File: src/rtl/sidw_pkg.sv
// sidw_pkg: shared widths, codes, cell control and state types for the
// signed integer to digit-register write block. No dependencies.
`timescale 1ns / 1ps
`default_nettype none
package sidw_pkg;

  localparam int DIGITS      = 8;
  localparam int MAX_DEVICES = 8;

  localparam int DEV_W   = 3;
  localparam int VALUE_W = 32;
  localparam int COUNT_W = 4;
  localparam int REG_W   = 4;
  localparam int CODE_W  = 4;

  localparam int LIMIT_W = 5;
  localparam int IDX_W   = (DIGITS > 1) ? $clog2(DIGITS) : 1;

  // four binary bits enter the decimal cells per cycle
  localparam int STEP_BITS   = 4;
  localparam int CONV_CYCLES = VALUE_W / STEP_BITS;
  localparam int CONV_W      = (CONV_CYCLES > 1) ? $clog2(CONV_CYCLES) : 1;
  localparam int BCD_CELLS   = 10;

  localparam logic [CODE_W-1:0] CODE_ZERO  = 4'd0;
  localparam logic [CODE_W-1:0] CODE_MINUS = 4'b1010;
  localparam logic [CODE_W-1:0] CODE_BLANK = 4'h0F;

  typedef logic [CODE_W-1:0] bcd_t;

  typedef struct packed {
    logic clr;
    logic conv;
    logic shift;
  } cell_ctrl_t;

  typedef enum logic [1:0] {
    ST_IDLE,
    ST_CONV,
    ST_MINUS,
    ST_DIGIT
  } state_t;

endpackage
`default_nettype wire

File: src/rtl/sidw_ifs.sv
// sidw_ifs: valid/ready channel interfaces for input and result words.
// Depends on sidw_pkg.
`timescale 1ns / 1ps
`default_nettype none
interface sidw_in_if;
  import sidw_pkg::*;

  logic                      valid;
  logic                      ready;
  logic [DEV_W-1:0]          device_id;
  logic signed [VALUE_W-1:0] value;
  logic                      zero_fill;

  modport source (output valid, device_id, value, zero_fill, input ready);
  modport sink   (input valid, device_id, value, zero_fill, output ready);
endinterface

interface sidw_out_if;
  import sidw_pkg::*;

  logic              valid;
  logic              ready;
  logic [DEV_W-1:0]  target_device;
  logic [REG_W-1:0]  digit_register;
  logic [CODE_W-1:0] digit_code;
  logic              last;

  modport source (output valid, target_device, digit_register, digit_code, last,
                  input ready);
  modport sink   (input valid, target_device, digit_register, digit_code, last,
                  output ready);
endinterface
`default_nettype wire

File: src/rtl/sidw_digit_cell.sv
// sidw_digit_cell: one decimal digit of the shift-and-add-3 converter chain.
// Depends on sidw_pkg.
`timescale 1ns / 1ps
`default_nettype none
module sidw_digit_cell (
  input  wire logic                             clk,
  input  wire sidw_pkg::cell_ctrl_t             ctrl,
  input  wire logic [sidw_pkg::STEP_BITS-1:0]   carry_in,
  output      logic [sidw_pkg::STEP_BITS-1:0]   carry_out,
  input  wire sidw_pkg::bcd_t                   upper_digit,
  output      sidw_pkg::bcd_t                   digit
);
  import sidw_pkg::*;

  bcd_t digit_r;
  bcd_t digit_nxt;
  bcd_t conv_val;

  always_comb begin
    bcd_t v;
    v = digit_r;
    carry_out = '0;
    for (int s = 0; s < STEP_BITS; s++) begin
      if (v >= 4'd5) begin
        v = v + 4'd3;
      end
      carry_out[s] = v[3];
      v = {v[2:0], carry_in[s]};
    end
    conv_val = v;
  end

  always_comb begin
    digit_nxt = digit_r;
    if (ctrl.clr) begin
      digit_nxt = '0;
    end else if (ctrl.conv) begin
      digit_nxt = conv_val;
    end else if (ctrl.shift) begin
      digit_nxt = upper_digit;
    end
  end

  always_ff @(posedge clk) begin
    digit_r <= digit_nxt;
  end

  assign digit = digit_r;

endmodule
`default_nettype wire

File: src/rtl/signed_int_to_digit_writes_top.sv
// signed_int_to_digit_writes_top: turns a signed value into digit-register
// writes. Depends on sidw_pkg, sidw_ifs and sidw_digit_cell.
//
//   port     dir  contents
//   in_word  in   device_id, value, zero_fill
//   out_word out  target_device, digit_register, digit_code, last
//   cfg_*    in   instance_count write
//
// One item at a time. Conversion moves the 32 bits through the decimal
// cell chain, four bits per cycle, then one write per cycle while out_word
// is ready: 1 to 8 writes per item.
// An item for an unknown device is taken and gives nothing.
// Reset clears the control state and instance_count; stalls on out_word hold.
`timescale 1ns / 1ps
`default_nettype none
module signed_int_to_digit_writes_top (
  input  wire logic                         clk,
  input  wire logic                         rst_n,
  sidw_in_if.sink                           in_word,
  sidw_out_if.source                        out_word,
  input  wire logic                         cfg_we,
  input  wire logic [sidw_pkg::COUNT_W-1:0] cfg_wdata
);
  import sidw_pkg::*;

  state_t state_r, state_nxt;

  logic [COUNT_W-1:0] count_r;
  logic [LIMIT_W-1:0] limit;
  logic               dev_ok;
  logic               in_acc;
  logic               out_acc;

  logic [VALUE_W-1:0] mag_r, mag_nxt;
  logic [DEV_W-1:0]   dev_r;
  logic               neg_r, zero_r, lz_r;
  logic [IDX_W-1:0]   last_idx_r;
  logic [IDX_W-1:0]   idx_r, idx_nxt;
  logic [CONV_W-1:0]  conv_cnt_r, conv_cnt_nxt;

  cell_ctrl_t         ctrl;
  logic [STEP_BITS-1:0] bin_bits;
  logic [STEP_BITS-1:0] carry [BCD_CELLS];
  bcd_t               dig [BCD_CELLS+1];
  logic               any_nz;
  logic               digit_last;

  assign limit  = (count_r > COUNT_W'(MAX_DEVICES)) ? LIMIT_W'(MAX_DEVICES)
                                                    : LIMIT_W'(count_r);
  assign dev_ok = LIMIT_W'(in_word.device_id) < limit;

  assign in_word.ready = (state_r == ST_IDLE);
  assign in_acc  = in_word.valid && in_word.ready;
  assign out_acc = out_word.valid && out_word.ready;

  always_ff @(posedge clk) begin
    if (!rst_n) begin
      count_r <= '0;
    end else if (cfg_we) begin
      count_r <= cfg_wdata;
    end
  end

  // binary bits enter the chain most significant first
  always_comb begin
    for (int s = 0; s < STEP_BITS; s++) begin
      bin_bits[s] = mag_r[VALUE_W-1-s];
    end
  end

  assign dig[BCD_CELLS] = '0;

  for (genvar i = 0; i < BCD_CELLS; i++) begin : g_cell
    sidw_digit_cell u_cell (
      .clk         (clk),
      .ctrl        (ctrl),
      .carry_in    ((i == 0) ? bin_bits : carry[(i == 0) ? 0 : i-1]),
      .carry_out   (carry[i]),
      .upper_digit (dig[i+1]),
      .digit       (dig[i])
    );
  end

  always_comb begin
    any_nz = 1'b0;
    for (int i = 0; i < BCD_CELLS; i++) begin
      any_nz = any_nz | (dig[i] != '0);
    end
  end

  assign digit_last = (idx_r == last_idx_r) || (zero_r && !lz_r);

  // next state
  always_comb begin
    state_nxt = state_r;
    unique case (state_r)
      ST_IDLE: begin
        if (in_acc && dev_ok) state_nxt = ST_CONV;
      end
      ST_CONV: begin
        if (conv_cnt_r == CONV_W'(CONV_CYCLES-1)) begin
          state_nxt = neg_r ? ST_MINUS : ST_DIGIT;
        end
      end
      ST_MINUS: begin
        if (out_acc) state_nxt = (DIGITS == 1) ? ST_IDLE : ST_DIGIT;
      end
      ST_DIGIT: begin
        if (out_acc && digit_last) state_nxt = ST_IDLE;
      end
      default: state_nxt = ST_IDLE;
    endcase
  end

  // outputs
  always_comb begin
    ctrl                    = '0;
    out_word.valid          = 1'b0;
    out_word.digit_register = REG_W'(idx_r) + REG_W'(1);
    out_word.digit_code     = CODE_ZERO;
    out_word.last           = 1'b0;
    unique case (state_r)
      ST_IDLE: begin
        ctrl.clr = in_acc && dev_ok;
      end
      ST_CONV: begin
        ctrl.conv = 1'b1;
      end
      ST_MINUS: begin
        out_word.valid          = 1'b1;
        out_word.digit_register = REG_W'(DIGITS);
        out_word.digit_code     = CODE_MINUS;
        out_word.last           = (DIGITS == 1);
      end
      ST_DIGIT: begin
        out_word.valid      = 1'b1;
        out_word.last       = digit_last;
        ctrl.shift          = out_acc;
        if (any_nz) begin
          out_word.digit_code = dig[0];
        end else if (lz_r || zero_r) begin
          out_word.digit_code = CODE_ZERO;
        end else begin
          out_word.digit_code = CODE_BLANK;
        end
      end
      default: ;
    endcase
  end

  assign out_word.target_device = dev_r;

  always_comb begin
    conv_cnt_nxt = conv_cnt_r;
    idx_nxt      = idx_r;
    mag_nxt      = mag_r;
    if (in_acc) begin
      conv_cnt_nxt = '0;
      idx_nxt      = '0;
      mag_nxt      = in_word.value[VALUE_W-1] ? (~in_word.value + VALUE_W'(1))
                                              : in_word.value;
    end else if (state_r == ST_CONV) begin
      conv_cnt_nxt = conv_cnt_r + CONV_W'(1);
      mag_nxt      = mag_r << STEP_BITS;
    end else if (state_r == ST_DIGIT && out_acc) begin
      idx_nxt = idx_r + IDX_W'(1);
    end
  end

  always_ff @(posedge clk) begin
    if (!rst_n) begin
      state_r <= ST_IDLE;
    end else begin
      state_r <= state_nxt;
    end
  end

  always_ff @(posedge clk) begin
    conv_cnt_r <= conv_cnt_nxt;
    idx_r      <= idx_nxt;
    mag_r      <= mag_nxt;
    if (in_acc) begin
      dev_r      <= in_word.device_id;
      neg_r      <= in_word.value[VALUE_W-1];
      zero_r     <= (in_word.value == '0);
      lz_r       <= in_word.zero_fill;
      last_idx_r <= in_word.value[VALUE_W-1] ? IDX_W'(DIGITS-2) : IDX_W'(DIGITS-1);
    end
  end

`ifndef SYNTHESIS
  a_no_overlap: assert property (@(posedge clk) disable iff (!rst_n)
    in_word.ready |-> !out_word.valid)
    else $error("input taken while writes pending");

  a_ready_after_last: assert property (@(posedge clk) disable iff (!rst_n)
    out_word.valid && out_word.ready && out_word.last |=> in_word.ready)
    else $error("block not idle after final write");

  a_top_cell_no_carry: assert property (@(posedge clk) disable iff (!rst_n)
    state_r == ST_CONV |-> carry[BCD_CELLS-1] == '0)
    else $error("decimal chain overflow");

  a_minus_position: assert property (@(posedge clk) disable iff (!rst_n)
    out_word.valid && out_word.digit_code == CODE_MINUS
      |-> out_word.digit_register == REG_W'(DIGITS))
    else $error("minus sign off the leftmost digit");
`endif

endmodule
`default_nettype wire

File: src/flat_wrapper.sv
// flat-port wrapper written by rule: the top's interface ports become plain ports
module signed_int_to_digit_writes_top_flat import sidw_pkg::*;
  (clk, rst_n, cfg_we, cfg_wdata, in_word_valid, in_word_device_id, in_word_value, in_word_zero_fill, in_word_ready, out_word_valid, out_word_target_device, out_word_digit_register, out_word_digit_code, out_word_last, out_word_ready);
  sidw_in_if in_word_i ();
  sidw_out_if out_word_i ();
  input  wire logic clk;
  input  wire logic rst_n;
  input  wire logic cfg_we;
  input  wire logic [sidw_pkg::COUNT_W-1:0] cfg_wdata;
  input wire logic [$bits(in_word_i.valid)-1:0] in_word_valid;
  input wire logic [$bits(in_word_i.device_id)-1:0] in_word_device_id;
  input wire logic [$bits(in_word_i.value)-1:0] in_word_value;
  input wire logic [$bits(in_word_i.zero_fill)-1:0] in_word_zero_fill;
  output wire logic [$bits(in_word_i.ready)-1:0] in_word_ready;
  output wire logic [$bits(out_word_i.valid)-1:0] out_word_valid;
  output wire logic [$bits(out_word_i.target_device)-1:0] out_word_target_device;
  output wire logic [$bits(out_word_i.digit_register)-1:0] out_word_digit_register;
  output wire logic [$bits(out_word_i.digit_code)-1:0] out_word_digit_code;
  output wire logic [$bits(out_word_i.last)-1:0] out_word_last;
  input wire logic [$bits(out_word_i.ready)-1:0] out_word_ready;
  assign in_word_i.valid = in_word_valid;
  assign in_word_i.device_id = in_word_device_id;
  assign in_word_i.value = in_word_value;
  assign in_word_i.zero_fill = in_word_zero_fill;
  assign in_word_ready = in_word_i.ready;
  assign out_word_valid = out_word_i.valid;
  assign out_word_target_device = out_word_i.target_device;
  assign out_word_digit_register = out_word_i.digit_register;
  assign out_word_digit_code = out_word_i.digit_code;
  assign out_word_last = out_word_i.last;
  assign out_word_i.ready = out_word_ready;
  signed_int_to_digit_writes_top u_core (.clk(clk), .rst_n(rst_n), .in_word(in_word_i), .out_word(out_word_i), .cfg_we(cfg_we), .cfg_wdata(cfg_wdata));
endmodule
File: config.mk
export PLATFORM = sky130hd
export DESIGN_NAME = signed_int_to_digit_writes_top_flat
export DESIGN_NICKNAME = d
export VERILOG_FILES = /design/src/rtl/sidw_pkg.sv /design/src/rtl/sidw_ifs.sv /design/src/rtl/sidw_digit_cell.sv /design/src/rtl/signed_int_to_digit_writes_top.sv /design/src/flat_wrapper.sv
export SDC_FILE = /design/constraint.sdc
export NUM_CORES = 1
export LEC_CHECK = 0
export BUFFER_PORTS_ARGS = -buffer_cell sky130_fd_sc_hd__buf_4
export CORE_MARGIN = 2
export CORE_UTILIZATION = 45
export DETAILED_ROUTE_END_ITERATION = 6
export MAX_ROUTING_LAYER = met4
export SYNTH_ARGS = -nofsm -noshare
export SYNTH_HDL_FRONTEND = slang
export SYNTH_SLANG_ARGS = --single-unit
export TNS_END_PERCENT = 30
File: constraint.sdc
create_clock -name clk -period 7.1 [get_ports clk]
set_clock_uncertainty 0.15 [all_clocks]
set_input_delay 1.065 -clock clk [delete_from_list [all_inputs] [get_ports clk]]
set_output_delay 1.065 -clock clk [all_outputs]
set_load 0.01 [all_outputs]
==> out/qor.yml <==
slew_headroom_pct: 20.9
cts_tree: "built"
cpMaxStageDelayCell: "a31oi_1"
cp_cell_sequence: "inv_1 -> ha_1 -> nor2b_1 -> or3_1 -> and2_1 -> inv_1 -> ha_1 -> o21ai_0 -> a31oi_1 -> o211ai_1 -> nand2_1 -> inv_1 -> ha_1 -> nor3_1 -> o211ai_1 -> a32o_1"
fillers: 2136
numPortBuffers: 58
drive_above_1_share_pct: 10.8
synth_area_leaders: "edfxtp_1 12%, dfxtp_1 11%, o21ai_0 7.1%"
seq_area_frac_synth_pct: 23.2
cts_inserted_buffers: 9
post_cts_resized: 0
status: "finished clean"
drtIter0Drc: 601
slew_violations: 0
crit_required_ns: 7.20
finalHoldViolations: 0
grt_pass1_wl_um: 42200
firstDrtPassIters: 7
cts_max_level: 3
ioPinCount: 59
drt.antenna.violating_nets: 0
clock_latency_ns: 0.35
yosysWarnings: 0
synthCells: 1271
multi_input_area_um2: 6860
yosys.cell_count.top_type: "nand2_1"
ys_types: 90
ys.flop_type: "dfxtp_1"
fp.dieArea_um2: 22400
place.gp.congestion: 0.852
crit_buf_inv: 3
detail_route.vias_per_cell: 6.01
grt.overflow.total: 0
fmax_mhz: 247
period_share_pct: 57.0
dp_hpwl_um: 18800
cpPeakStageDelay_ns: 0.66
min_path_type: "register to register"
grt_pass1_vias: 8412
regArea_um2: 2210
synth-seq-cells: 91
die_w_um: 150
dieHeight_um: 150
wl_per_cell_um: 16.5
avgSynthCellArea_um2: 7.50
synth.top_cell.area_share_pct: 12.3
cts_max_path_buffers: 2
cap_violations: 0
cts.clk_slew.worst_paths_ns: 0.07
antenna_found_initial: 0
drt-total-wl_um: 25700
syn_nets: 1367
n_antenna_cell: 0
syn_area_um2: 9540
core_area_um2: 20900
drc: 0
syn_to_final_growth_pct: 8.84
start_util_pct: 45.7
yosysTopAreaCell: "edfxtp_1"
rows: 53
arrival_ns: 4.14
cts_hold_buf: 0
async_flop_share_pct: 0
path_max_fanout: 10
synthTopCellsByCount: "144 x nand2_1, 135 x o21ai_0, 101 x a21oi_1"
postCtsSetupBuffers: 0
grt_max_degree: 64
grt_usage_pct: 23.7
crit_path_end_kind: "register"
root_buffer: "clkbuf_16"
grt_setup_unrepaired: "false"
cts_num_sinks: 91
tightest_slew_ns: 1.18
cp_top_family: "compound AO/OA/AOI/OAI gates"
period_minus_slack_ns: 4.04
synth_edf_count: 39
layout.nets: 1373
worst-setup-path-type: "register to register"
finalSetupViolCount: 0
cp-start-kind: "register"
finalSetupTns_ns: 0
via_count: 9365
[stage by stage]
stage / instance area (um^2) / instances / hold WS, ns / util (%) / worst slack (ns)
floorplan: 9540 / 1271 / 0.303 / - / 3.19
global placement: 10100 / 1541 / 0.332 / 48.4 / 2.96
detailed placement: 10100 / 1541 / 0.340 / 48.4 / 2.96
CTS: 10400 / 1557 / 0.357 / 49.7 / 3.09
global route: 10400 / 1557 / 0.381 / 49.7 / 2.64
finish: 10400 / 1557 / 0.353 / 49.7 / 3.06
[registers in the layout (all words and copies together) (netlist names)]
register	cells
u_core.count_r	4
u_core.state_r	2
u_core.g_cell.u_cell.digit	40
u_core.neg_r	1
u_core.out_word.target_device	3
u_core.lz_r	1
u_core.zero_r	1
u_core.last_idx_r	1
u_core.conv_cnt_r	3
u_core.mag_r	32
u_core.idx_r	3
[cells by family (layout without fill, tap and decap cells)]
family	Yosys count	in the layout	synth area share [%]
compound gates	489	489	33.8
xor+xnor	38	38	3.49
fa+ha+maj	52	52	6.80
buf+inv	121	132	4.89
flops	91	91	23.2
mux	48	48	5.23
simple gates	432	432	22.6
[worst reg2reg max path, delay by kind of cell, from the launching register on]
kind,cells,cell delay (ns)
simple gates,5,1.05
fa+ha+maj,3,0.61
buf+inv,3,0.26
compound gates,5,1.40
flops,1,0.47
[routing by layer]
layer	up-vias	GRT usage (%)	wire length, um	share of wire (%)
li1	4803	-	-	-
met1	4326	33.6	12700	49
met2	216	36.2	11600	45
met3	20	3.35	1150	4.5
met4	0	4.14	241	0.94
met5	-	-	0	0
[final cells by class]
cell class                 count  share of cell area (%)
clock buffer                   9                    2.17
clock inverter                 7                   0.506
inverter                      50                    1.81
multi-input combinational   1059                    66.1
sequential                    91                    21.3
tap                          275                    3.31
timing repair buffer          66                    4.77
[worst paths after layout]
| check | startpoint | endpoint | slack, ns | cells after the start |
|---|---|---|---|---|
| setup / recovery | u_core.g_cell[7].u_cell.digit[0] | u_core.g_cell[9].u_cell.digit[1] | 3.06 | 16 |
| hold / removal | u_core.conv_cnt_r[1] | u_core.conv_cnt_r[1] | 0.35 | 2 |
| setup reg to reg | u_core.g_cell[7].u_cell.digit[0] | u_core.g_cell[9].u_cell.digit[1] | 3.06 | 16 |
| hold reg to reg | u_core.conv_cnt_r[1] | u_core.conv_cnt_r[1] | 0.35 | 2 |
[cell usage in the layout, fill, tap and decap left out, drive strengths merged, types with 33 or more instances in the layout]
cell    netlist  final
nand2       145    145
o21ai       141    141
a21oi       101    101
nor2         85     85
buf          13     66
dfxtp        52     52
ha           51     51
inv          47     49
edfxtp       39     39
mux2i        33     33
Power is left out: the tool's default activity adds up to more than one toggle a clock period on the data nets, which glitch-free logic cannot reach.
